--- src/rtl/core/rat_pkg.sv ---
// Types, constants and codes shared by the tracker modules
package rat_pkg;

   localparam int PendingDepth = 16;
   localparam int SlotWidth = $clog2(PendingDepth);
   localparam int CountWidth = $clog2(PendingDepth + 1);
   localparam int PsnWidth = 24;
   localparam logic [4:0] TimeoutExpReset = 5'd14;
   localparam logic [2:0] RetryLimitReset = 3'd7;
   localparam logic [63:0] TimeoutBase = 64'd4;

   typedef enum logic [1:0] {
      KIND_ADD,
      KIND_ACK,
      KIND_ADVANCE,
      KIND_CHECK
   } kind_type;

   typedef enum logic [1:0] {
      SYN_ACK,
      SYN_RNR,
      SYN_SEQ_ERR,
      SYN_OTHER
   } syndrome_type;

   typedef enum logic [1:0] {
      EVT_NONE,
      EVT_REMOTE_FATAL,
      EVT_RETRY_EXHAUSTED
   } error_event_type;

   typedef enum logic [0:0] {
      CSR_TIMEOUT_EXP,
      CSR_RETRY_LIMIT
   } csr_index_type;

   typedef enum logic [1:0] {
      ST_IDLE,
      ST_ACK_WALK,
      ST_TIMEOUT_WALK,
      ST_RESULT
   } state_type;

   typedef enum logic [0:0] {
      EVAL_ACK_WINDOW,
      EVAL_TIMEOUT
   } eval_mode_type;

   typedef struct packed {
      eval_mode_type mode;
      logic [63:0]   a;
      logic [63:0]   b;
      logic [63:0]   thresh;
   } eval_req_type;

   typedef struct packed {
      logic [1:0]  kind;
      logic [15:0] wqe_tag;
      logic [23:0] start_psn;
      logic [15:0] packet_count;
      logic [23:0] ack_psn;
      logic [1:0]  syndrome;
      logic [31:0] advance_us;
      logic [63:0] now_us;
   } req_payload_type;

   typedef struct packed {
      logic        retransmit_valid;
      logic [15:0] retransmit_tag;
      logic        last_of_run;
      logic [4:0]  retired_now;
      logic        qp_in_error;
      logic [4:0]  pending_count;
      logic        add_rejected;
      logic [31:0] total_completions;
      logic [31:0] total_retransmits;
      logic [31:0] rnr_nak_total;
      logic [31:0] seq_error_total;
      logic [1:0]  error_event;
   } rsp_payload_type;

endpackage

--- src/rtl/core/rat_eval.sv ---
// Shared subtract-and-compare unit for the ACK window and timeout walks
module rat_eval import rat_pkg::*; (
   input  eval_req_type eval_req,
   output logic         hit
);

   logic [63:0] diff;

   assign diff = eval_req.a - eval_req.b;

   always_comb begin
      case (eval_req.mode)
         EVAL_ACK_WINDOW: hit = (diff[PsnWidth-1:0] <= eval_req.thresh[PsnWidth-1:0]);
         EVAL_TIMEOUT:    hit = (diff >= eval_req.thresh);
         default:         hit = 1'b0;
      endcase
   end

endmodule

--- src/rtl/core/rc_ack_retransmit_tracker_core.sv ---
// Add, NAK and time advance give their result in the cycle after the transfer.
// A positive ACK walks one queue entry a cycle, then gives its result.
// A timeout check walks one entry a cycle, stopping early when an entry runs out of
// retries, then gives one result per cycle while not stalled.
// No new item is accepted until the current one's walk and results are done.
// Reset: synchronous; clears queue control, counters and clock, config to 14 and 7.
module rc_ack_retransmit_tracker_core import rat_pkg::*; (
   input  logic            clock,
   input  logic            reset,
   input  logic            req_valid,
   output logic            req_stall,
   input  req_payload_type req_data,
   output logic            rsp_valid,
   input  logic            rsp_stall,
   output rsp_payload_type rsp_data,
   input  logic            csr_psel,
   input  logic            csr_penable,
   input  logic            csr_pwrite,
   input  logic [2:0]      csr_paddr,
   input  logic [31:0]     csr_pwdata,
   output logic [31:0]     csr_prdata,
   output logic            csr_pready
);

   state_type state_ff, state_in;

   logic [15:0] tag_ff     [PendingDepth];
   logic [23:0] first_ff   [PendingDepth];
   logic [15:0] packets_ff [PendingDepth];
   logic [63:0] stamp_ff   [PendingDepth];
   logic [2:0]  retries_ff [PendingDepth];
   logic [15:0] rtag_ff    [PendingDepth];

   logic [SlotWidth-1:0]  head_ff;
   logic [CountWidth-1:0] count_ff;
   logic [23:0]           last_acked_ff;
   logic [63:0]           local_time_ff;
   logic                  error_ff;
   logic [31:0]           completions_ff;
   logic [31:0]           retransmits_ff;
   logic [31:0]           rnr_ff;
   logic [31:0]           seqerr_ff;
   logic [4:0]            exp_ff;
   logic [2:0]            retry_ff;
   logic [23:0]           acked_ff;
   logic [23:0]           span_ff;
   logic [63:0]           now_ff;
   logic [CountWidth-1:0] walk_ff;
   logic [CountWidth-1:0] ntag_ff;
   logic [SlotWidth-1:0]  emit_ff;
   logic [4:0]            retired_ff;
   logic                  rejected_ff;
   error_event_type       event_ff;

   logic                  req_xfer;
   logic                  rsp_xfer;
   logic                  csr_write;
   logic [SlotWidth-1:0]  slot;
   logic [SlotWidth-1:0]  tail;
   logic [23:0]           last_psn;
   logic                  hit;
   logic                  ack_done;
   logic                  walk_end;
   logic                  exhausted;
   logic                  last_result;
   eval_req_type          eval_req;
   kind_type              kind;
   syndrome_type          syndrome;

   assign kind      = kind_type'(req_data.kind);
   assign syndrome  = syndrome_type'(req_data.syndrome);
   assign req_xfer  = req_valid && !req_stall;
   assign rsp_xfer  = rsp_valid && !rsp_stall;
   assign csr_write = csr_psel && csr_penable && csr_pwrite && csr_pready;
   assign slot      = head_ff + walk_ff[SlotWidth-1:0];
   assign tail      = head_ff + count_ff[SlotWidth-1:0];
   assign last_psn  = first_ff[slot] + {8'd0, packets_ff[slot]} - 24'd1;

   always_comb begin
      if (state_ff == ST_ACK_WALK) begin
         eval_req.mode   = EVAL_ACK_WINDOW;
         eval_req.a      = {40'd0, last_psn};
         eval_req.b      = {40'd0, last_acked_ff};
         eval_req.thresh = {40'd0, span_ff};
      end else begin
         eval_req.mode   = EVAL_TIMEOUT;
         eval_req.a      = now_ff;
         eval_req.b      = stamp_ff[slot];
         eval_req.thresh = TimeoutBase << exp_ff;
      end
   end

   rat_eval u_eval (
      .eval_req (eval_req),
      .hit      (hit)
   );

   assign ack_done    = (count_ff == '0) || !hit;
   assign walk_end    = (walk_ff == count_ff);
   assign exhausted   = !walk_end && hit && (retries_ff[slot] == 3'd0);
   assign last_result = (ntag_ff == '0)
                        || ({1'b0, emit_ff} + CountWidth'(1) == ntag_ff);

   always_comb begin
      state_in = state_ff;
      case (state_ff)
         ST_IDLE: begin
            if (req_xfer) begin
               if (kind == KIND_ACK && syndrome == SYN_ACK) begin
                  state_in = ST_ACK_WALK;
               end else if (kind == KIND_CHECK) begin
                  state_in = ST_TIMEOUT_WALK;
               end else begin
                  state_in = ST_RESULT;
               end
            end
         end
         ST_ACK_WALK: begin
            if (ack_done) begin
               state_in = ST_RESULT;
            end
         end
         ST_TIMEOUT_WALK: begin
            if (walk_end || exhausted) begin
               state_in = ST_RESULT;
            end
         end
         ST_RESULT: begin
            if (rsp_xfer && last_result) begin
               state_in = ST_IDLE;
            end
         end
         default: state_in = ST_IDLE;
      endcase
   end

   always_comb begin
      req_stall = (state_ff != ST_IDLE);
      rsp_valid = (state_ff == ST_RESULT);
      rsp_data.retransmit_valid  = (ntag_ff != '0);
      rsp_data.retransmit_tag    = (ntag_ff != '0) ? rtag_ff[emit_ff] : 16'd0;
      rsp_data.last_of_run       = last_result;
      rsp_data.retired_now       = retired_ff;
      rsp_data.qp_in_error       = error_ff;
      rsp_data.pending_count     = 5'(count_ff);
      rsp_data.add_rejected      = rejected_ff;
      rsp_data.total_completions = completions_ff;
      rsp_data.total_retransmits = retransmits_ff;
      rsp_data.rnr_nak_total     = rnr_ff;
      rsp_data.seq_error_total   = seqerr_ff;
      rsp_data.error_event       = event_ff;
   end

   always_comb begin
      case (csr_index_type'(csr_paddr[2]))
         CSR_TIMEOUT_EXP: csr_prdata = {27'd0, exp_ff};
         CSR_RETRY_LIMIT: csr_prdata = {29'd0, retry_ff};
         default:         csr_prdata = 32'd0;
      endcase
   end

   assign csr_pready = 1'b1;

   always_ff @(posedge clock) begin
      if (reset) begin
         state_ff       <= ST_IDLE;
         head_ff        <= '0;
         count_ff       <= '0;
         last_acked_ff  <= '0;
         local_time_ff  <= '0;
         error_ff       <= 1'b0;
         completions_ff <= '0;
         retransmits_ff <= '0;
         rnr_ff         <= '0;
         seqerr_ff      <= '0;
         exp_ff         <= TimeoutExpReset;
         retry_ff       <= RetryLimitReset;
         ntag_ff        <= '0;
         emit_ff        <= '0;
         walk_ff        <= '0;
         retired_ff     <= '0;
         rejected_ff    <= 1'b0;
         event_ff       <= EVT_NONE;
      end else begin
         state_ff <= state_in;
         if (csr_write) begin
            case (csr_index_type'(csr_paddr[2]))
               CSR_TIMEOUT_EXP: exp_ff <= csr_pwdata[4:0];
               CSR_RETRY_LIMIT: retry_ff <= csr_pwdata[2:0];
               default: ;
            endcase
         end
         case (state_ff)
            ST_IDLE: begin
               if (req_xfer) begin
                  retired_ff  <= '0;
                  rejected_ff <= 1'b0;
                  event_ff    <= EVT_NONE;
                  ntag_ff     <= '0;
                  emit_ff     <= '0;
                  walk_ff     <= '0;
                  case (kind)
                     KIND_ADD: begin
                        if (count_ff == CountWidth'(PendingDepth)) begin
                           rejected_ff <= 1'b1;
                        end else begin
                           tag_ff[tail]     <= req_data.wqe_tag;
                           first_ff[tail]   <= req_data.start_psn;
                           packets_ff[tail] <= req_data.packet_count;
                           stamp_ff[tail]   <= local_time_ff;
                           retries_ff[tail] <= retry_ff;
                           count_ff         <= count_ff + CountWidth'(1);
                        end
                     end
                     KIND_ACK: begin
                        acked_ff <= req_data.ack_psn;
                        span_ff  <= req_data.ack_psn - last_acked_ff;
                        case (syndrome)
                           SYN_ACK: ;
                           SYN_RNR: rnr_ff <= rnr_ff + 32'd1;
                           SYN_SEQ_ERR: begin
                              seqerr_ff      <= seqerr_ff + 32'd1;
                              retransmits_ff <= retransmits_ff + 32'd1;
                           end
                           default: begin
                              error_ff <= 1'b1;
                              event_ff <= EVT_REMOTE_FATAL;
                           end
                        endcase
                     end
                     KIND_ADVANCE: begin
                        local_time_ff <= local_time_ff + {32'd0, req_data.advance_us};
                     end
                     default: now_ff <= req_data.now_us;
                  endcase
               end
            end
            ST_ACK_WALK: begin
               if (ack_done) begin
                  last_acked_ff <= acked_ff;
               end else begin
                  head_ff        <= head_ff + SlotWidth'(1);
                  count_ff       <= count_ff - CountWidth'(1);
                  completions_ff <= completions_ff + 32'd1;
                  retired_ff     <= retired_ff + 5'd1;
               end
            end
            ST_TIMEOUT_WALK: begin
               if (!walk_end) begin
                  walk_ff <= walk_ff + CountWidth'(1);
                  if (hit) begin
                     if (retries_ff[slot] != 3'd0) begin
                        retries_ff[slot]              <= retries_ff[slot] - 3'd1;
                        stamp_ff[slot]                <= now_ff;
                        rtag_ff[ntag_ff[SlotWidth-1:0]] <= tag_ff[slot];
                        ntag_ff                       <= ntag_ff + CountWidth'(1);
                        retransmits_ff                <= retransmits_ff + 32'd1;
                     end else begin
                        error_ff <= 1'b1;
                        event_ff <= EVT_RETRY_EXHAUSTED;
                     end
                  end
               end
            end
            ST_RESULT: begin
               if (rsp_xfer && !last_result) begin
                  emit_ff <= emit_ff + SlotWidth'(1);
               end
            end
            default: ;
         endcase
      end
   end

endmodule

--- config.mk ---
export PLATFORM = sky130hd
export DESIGN_NAME = rc_ack_retransmit_tracker_core
export DESIGN_NICKNAME = d
export VERILOG_FILES = /design/src/rtl/core/rat_pkg.sv /design/src/rtl/core/rat_eval.sv /design/src/rtl/core/rc_ack_retransmit_tracker_core.sv
export SDC_FILE = /design/constraint.sdc
export NUM_CORES = 2
export LEC_CHECK = 0
export BUFFER_PORTS_ARGS = -buffer_cell sky130_fd_sc_hd__buf_2
export CORE_MARGIN = 3
export CORE_UTILIZATION = 35
export CTS_CLUSTER_SIZE = 12
export DETAILED_ROUTE_END_ITERATION = 16
export PLACE_DENSITY = 0.59
export RECOVER_POWER = 25
export SLEW_MARGIN = 5
export SYNTH_ARGS = -nofsm -noshare
export SYNTH_HDL_FRONTEND = slang
export SYNTH_HIERARCHICAL = 1
export SYNTH_SLANG_ARGS = --single-unit
--- constraint.sdc ---
create_clock -name clock -period 16.5 [get_ports clock]
set_input_delay 3.3 -clock clock [delete_from_list [all_inputs] [get_ports clock]]
set_output_delay 3.3 -clock clock [all_outputs]
set_load 0.01 [all_outputs]
# After elaboration in Yosys (flattened, before gate mapping)
# Memories as Yosys holds them, arrays and structs flattened. A register that Yosys moved wholly into a read port is not among the register bits.
# Cells that the tools add are included.
[word_totals]
out_inout_bits = 195
elab_cells = 204
ram_bits = 2224
n_memories = 6
ff_bits = 370
in_bits = 222
[mem_list]
columns = ["name", "depth", "word_bits", "rd", "rd_ports_with_merged_regs", "write_ports", "line", "text"]
rows = [
  ["stamp_ff", 16, 64, 1, 0, 1, "rc_ack_retransmit_tracker_core.sv:30", "logic [63:0] stamp_ff [PendingDepth];"],
  ["first_ff", 16, 24, 1, 0, 1, "rc_ack_retransmit_tracker_core.sv:28", "logic [23:0] first_ff [PendingDepth];"],
  ["packets_ff", 16, 16, 1, 0, 1, "rc_ack_retransmit_tracker_core.sv:29", "logic [15:0] packets_ff [PendingDepth];"],
  ["rtag_ff", 16, 16, 1, 1, 1, "rc_ack_retransmit_tracker_core.sv:32", "logic [15:0] rtag_ff [PendingDepth];"],
  ["tag_ff", 16, 16, 1, 0, 1, "rc_ack_retransmit_tracker_core.sv:27", "logic [15:0] tag_ff [PendingDepth];"],
  ["retries_ff", 16, 3, 1, 0, 1, "rc_ack_retransmit_tracker_core.sv:31", "logic [2:0] retries_ff [PendingDepth];"],
]
[op_classes]
reduce_logical = 52
mux = 71
n_eq_ne = 26
add_sub_neg = 20
n_lt_le_gt_ge = 2
shift = 1
n_bitwise = 5
[op_table]
columns = ["operator", "count"]
rows = [
  ["$mux W193", 1],
  ["$mux W32", 6],
  ["$add A32 B1 Y32 const B", 4],
  ["$pmux W32 S2", 2],
  ["$add A64 B32 Y64", 1],
  ["$ge A64 B64 Y1", 1],
  ["$mux W64", 1],
  ["$reduce_or A64 Y1", 1],
  ["$shl A3 B5 Y64 const A", 1],
  ["$sub A64 B64 Y64", 1],
  ["$mux W5", 10],
  ["$pmux W5 S2", 4],
  ["$mux W1", 25],
  ["$add A24 B16 Y24", 1],
  ["$le A24 B24 Y1", 1],
  ["$mux W4", 6],
  ["$ne A2 B2 Y1 const B", 12],
  ["$sub A24 B1 Y24 const B", 1],
  ["$sub A24 B24 Y24", 1],
  ["$add A5 B1 Y5 const B", 4],
  ["$reduce_and A4 Y1", 5],
  ["$mux W2", 9],
  ["$mux W16", 1],
  ["$reduce_and A5 Y1", 3],
  ["29 further kinds", 75],
]

# Depth between registers and ports, before layout
# An unclocked memory read counts as a cell.
[depth]
depth_word = 15
mapped_depth = 53
ltp_nobuf = 49

# By module
# Netlist, hierarchy kept.
[by_module_without_submodules]
columns = ["mod", "instances", "cells_per_inst", "area_each_um2", "seq_area_each_um2"]
rows = [
  ["rc_ack_retransmit_tracker_core", 1, 6341, 106170.6, 75392.3],
  ["rat_eval", 1, 794, 5444.0, 0.0],
]

# Worst setup path after synthesis
# No wires, ideal clock.
[synth_timing]
kind = "register to register"
start = "register walk_ff[0]"
end = "memory retries_ff[14][0], enable pin"
setup_time_ns = 0.493
required_time_ns = 16.007
setup_slack_ns = 3.565
arrival_time_ns = 12.442
path_stages_with_launch = 50
period_less_slack_ns = 12.935
path_buffers = 5
path_cell_list = "dfxtp_1 > ha_1 > fa_1 > buf_2 > buf_2 > clkbuf_1 > clkbuf_1 > mux4_2 > nand2_1 > nand2_1 > o21ai_0 > ha_1 > inv_1 > ha_1 > a211oi_1 > nor4_1 > o311ai_1 > a21oi_1 > (+14 left out) > xnor2_1 > ha_1 > a21o_1 > a21oi_1 > nor2b_1 > o21ai_0 > nand2b_1 > a221o_1 > a21o_1 > a21oi_1 > a21o_1 > o21ai_1 > nand2b_1 > or3_1 > clkbuf_1 > mux2i_1 > nand2_1 > nor2_1"
[synth_lines]
columns = ["element", "line", "text"]
rows = [
  ["start: declaration", "rc_ack_retransmit_tracker_core.sv:48", "logic [CountWidth-1:0] walk_ff;"],
  ["start signal: assignment", "rc_ack_retransmit_tracker_core.sv:250", "walk_ff <= walk_ff + CountWidth'(1);"],
  ["end: declaration", "rc_ack_retransmit_tracker_core.sv:31", ""],
]

==> flow_metrics.tcl <==
set metrics [dict create \
    post-cts-setup-buffers 0 \
    finalMaxSlewViolations 513 \
    postLayoutCoreUtil_pct 40.4 \
    core_um2 316000 \
    globalRouteOverflowTotal 0 \
    avgSynthCellArea_um2 15.6 \
    fin_nets 8102 \
    postSynthCellCount 7135 \
    synth.largest_area_cell "edfxtp_1" \
    final_hold_viol_count 0 \
    maxSlewHeadroom_pct -351 \
    dp.cells 11500 \
    synth_area_um2 112000 \
    cts.hold.buffers_added 0 \
    setup_violations 0 \
    synth_top_family_by_area "multiplexers" \
    worstPathArrival_ns 14.69 \
    portBuffers 359 \
    yosys_most_used_dff "edfxtp_1" \
    die_w_um 571 \
    synthToLayoutAreaGrowth_pct 14.4 \
    finalWirelength_mm 309 \
    synth_compound_area_share_pct 5.17 \
    cts_buffers 284 \
    ys_ff_latch 2598 \
    hold_slack_ns 0.462 \
    fin_skew_ns 0.0776 \
    synth_xor_area_share_pct 2.08 \
    yosys.area_share.simple_pct 7.59 \
    hold_class "reg -> reg" \
    yosys.area.top_type_share_pct 62.8 \
    post-place-ws_ns 2.62 \
    hold_path_depth 2 \
    cts_tree "yes" \
    cts-htree-levels 5 \
    initial_core_util_pct 35.3 \
    cp-start-kind "flip-flop" \
    antenna_found_initial 64 \
    layout-drive-gt1-share_pct 18.7 \
    via_per_inst 5.41 \
    ys_top_cells_by_count "edfxtp_1 (2336), nand2_1 (847), mux4_2 (572)" \
    yosysMostFrequentCell "edfxtp_1" \
    cts.repair.resized 0 \
    dieHeight_um 571 \
    r2r_cells 47 \
    layout_setup_ws_ns 2.32 \
    cts_buffer_depth 4 \
    required_ns 17.01 \
    ys_types 101 \
    avgRoutedWirePerCell_um 25.8 \
    grt_pass1_wl_mm 446 \
    clk_pin_slew_worst_paths_ns 0.06 \
    die_area_um2 326000 \
    final_cells 12008 \
    grt_max_degree 141 \
    tightest_slew_ns 6.76 \
    peakVddDrop_uv 108 \
    gp_congestion 0.920 \
    root_buffer "clkbuf_16" \
    cap_violations 12 \
    io_pins 417 \
    period_share_pct 86.0 \
    pwr_density_cell_nw_per_um2 145 \
    ys_warn_count 6 \
    violations "capacitance limit, slew limit" \
    status "finished, violations left" \
    ys_seq_area_share_pct 67.5 \
    num_vias 64965 \
    drtIter0Drc 6291 \
    dr.pass1.iters 6 \
    cpMostUsedCell "a21oi_1" \
    synth-async-reset-ratio_pct 0 \
    dpl.hpwl_mm 187 \
    synth-edff-count 2336 \
    cpPeakStageDelay_ns 1.29 \
    slowest_stage "fa_4" \
    gr-usage-all-layers_pct 18.5 \
    yosys-top-cells-area "edfxtp_1 (63%), mux4_2 (12%), dfxtp_1 (4.7%), nand2_1 (2.8%), ha_1 (2.8%)" \
    leakage_nw 42.7 \
    worstSetupEndpointType "flip-flop" \
    rsz0062_at_grt "no" \
    drc_errors 0 \
    muxShareOfSynthArea_pct 12.4 \
    synthAdderAreaFrac_pct 2.89 \
    setup_tns_ns 0 \
    crit_fanout 43 \
    period_minus_slack_ns 14.18 \
    antenna_left 0 \
    clock_latency_ns 0.90 \
    clock_sinks 2598 \
    rows 206 \
    path_class "reg -> reg" \
    fmax_mhz 70.5 \
    grt_pass1_vias 64280 \
]
-- where the power goes --
group	total, mW	internal [mW]	leakage [nW]	switching [mW]
clock	6.04	3.46	4.23	2.58
combinational	5.10	2.09	15.2	3.01
sequential	7.45	7.38	23.2	0.0636
total	18.6	12.9	42.7	5.65
-- final timing paths --
path	from	end	slack [ns]
worst max-delay path	walk_ff[0]	stamp_ff[5][30]	2.32
worst min-delay path	rejected_ff	rejected_ff	0.46
worst max register to register	walk_ff[0]	stamp_ff[5][30]	2.32
worst min register to register	rejected_ff	rejected_ff	0.46
-- critical path, delay by kind of cell (launching register included) --
| kind | cells | cell delay [ns] |
|---|---|---|
| simple gates | 10 | 2.07 |
| mux | 1 | 0.34 |
| buf+inv | 6 | 1.65 |
| compound gates | 23 | 6.33 |
| fa+ha+maj | 6 | 2.75 |
| xor+xnor | 1 | 0.09 |
| flops | 1 | 0.43 |
-- metal layers --
layer	global-route usage (%)	vias up	part of all wire (%)
met5	0	-	0.063
met4	4.88	28	2.8
met3	4.02	495	7.7
met2	30.0	2339	47
met1	25.2	33699	42
li1	-	28404	-
-- metrics by stage --
stage | power, mW | cell area, um^2
6_report | 18.6 | 128000
3_5_place_dp | 12.6 | 119000
2_1_floorplan | 11.2 | 112000
4_1_cts | 18.7 | 128000
5_1_grt | 19.5 | 128000
3_3_place_gp | 12.6 | 119000
-- area by class of cell --
type	count	area, um^2
clock inverter	108	1030
sequential	2598	75400
clock buffer	376	7700
timing repair buffer	513	3190
multi-input combinational	3969	34200
tap	4160	5200
antenna	24	60.1
fill	28599	189000
inverter	260	977
-- logic make-up (layout without fill, tap and decap cells) --
kind of cell	Yosys count	count (layout)
other	2	82
flip-flops	2598	2598
XOR/XNOR	265	265
adder cells (fa/ha/maj)	254	254
buffers and inverters	624	1257
AND/OR/NAND/NOR	1835	1835
multiplexers	664	664
AO/OA/AOI/OAI	893	893
-- cells in the final DEF (no fill, tap or decap), types with 35 or more instances in the layout --
cell type  synthesis  layout
edfxtp_1        2336    2336
nand2_1          847     847
mux4_2           572     572
nor2_1           320     291
clkbuf_16          0     291
buf_2             67     263
dfxtp_1          262     260
inv_1            259     259
ha_1             247     245
a21oi_1          235     235
clkbuf_1         219     185
o21ai_0          185     182
nand3_1          154     154
xor2_1           139     138
xnor2_1          126     124
a211oi_1         117     117
buf_4             33     106
a21o_1           102     102
and2_1            96      95
nand4_1           83      83
nor2b_1           76      76
mux2i_1           59      59
conb_1             2      58
and3_1            51      51
clkinv_1           0      51
nor3_1            54      50
a31oi_1           47      45
or3_1             36      35
-- registers in the layout (all words and copies together), names as in the netlist, 24 cells and up, named ones only --
| name | count |
|---|---|
| acked_ff | 24 |
| completions_ff | 32 |
| first_ff | 384 |
| last_acked_ff | 24 |
| local_time_ff | 64 |
| now_ff | 64 |
| packets_ff | 256 |
| retransmits_ff | 32 |
| retries_ff | 48 |
| rnr_ff | 32 |
| rtag_ff | 256 |
| seqerr_ff | 32 |
| span_ff | 24 |
| stamp_ff | 1024 |
| tag_ff | 256 |
Power figures use the tool's default switching activity.
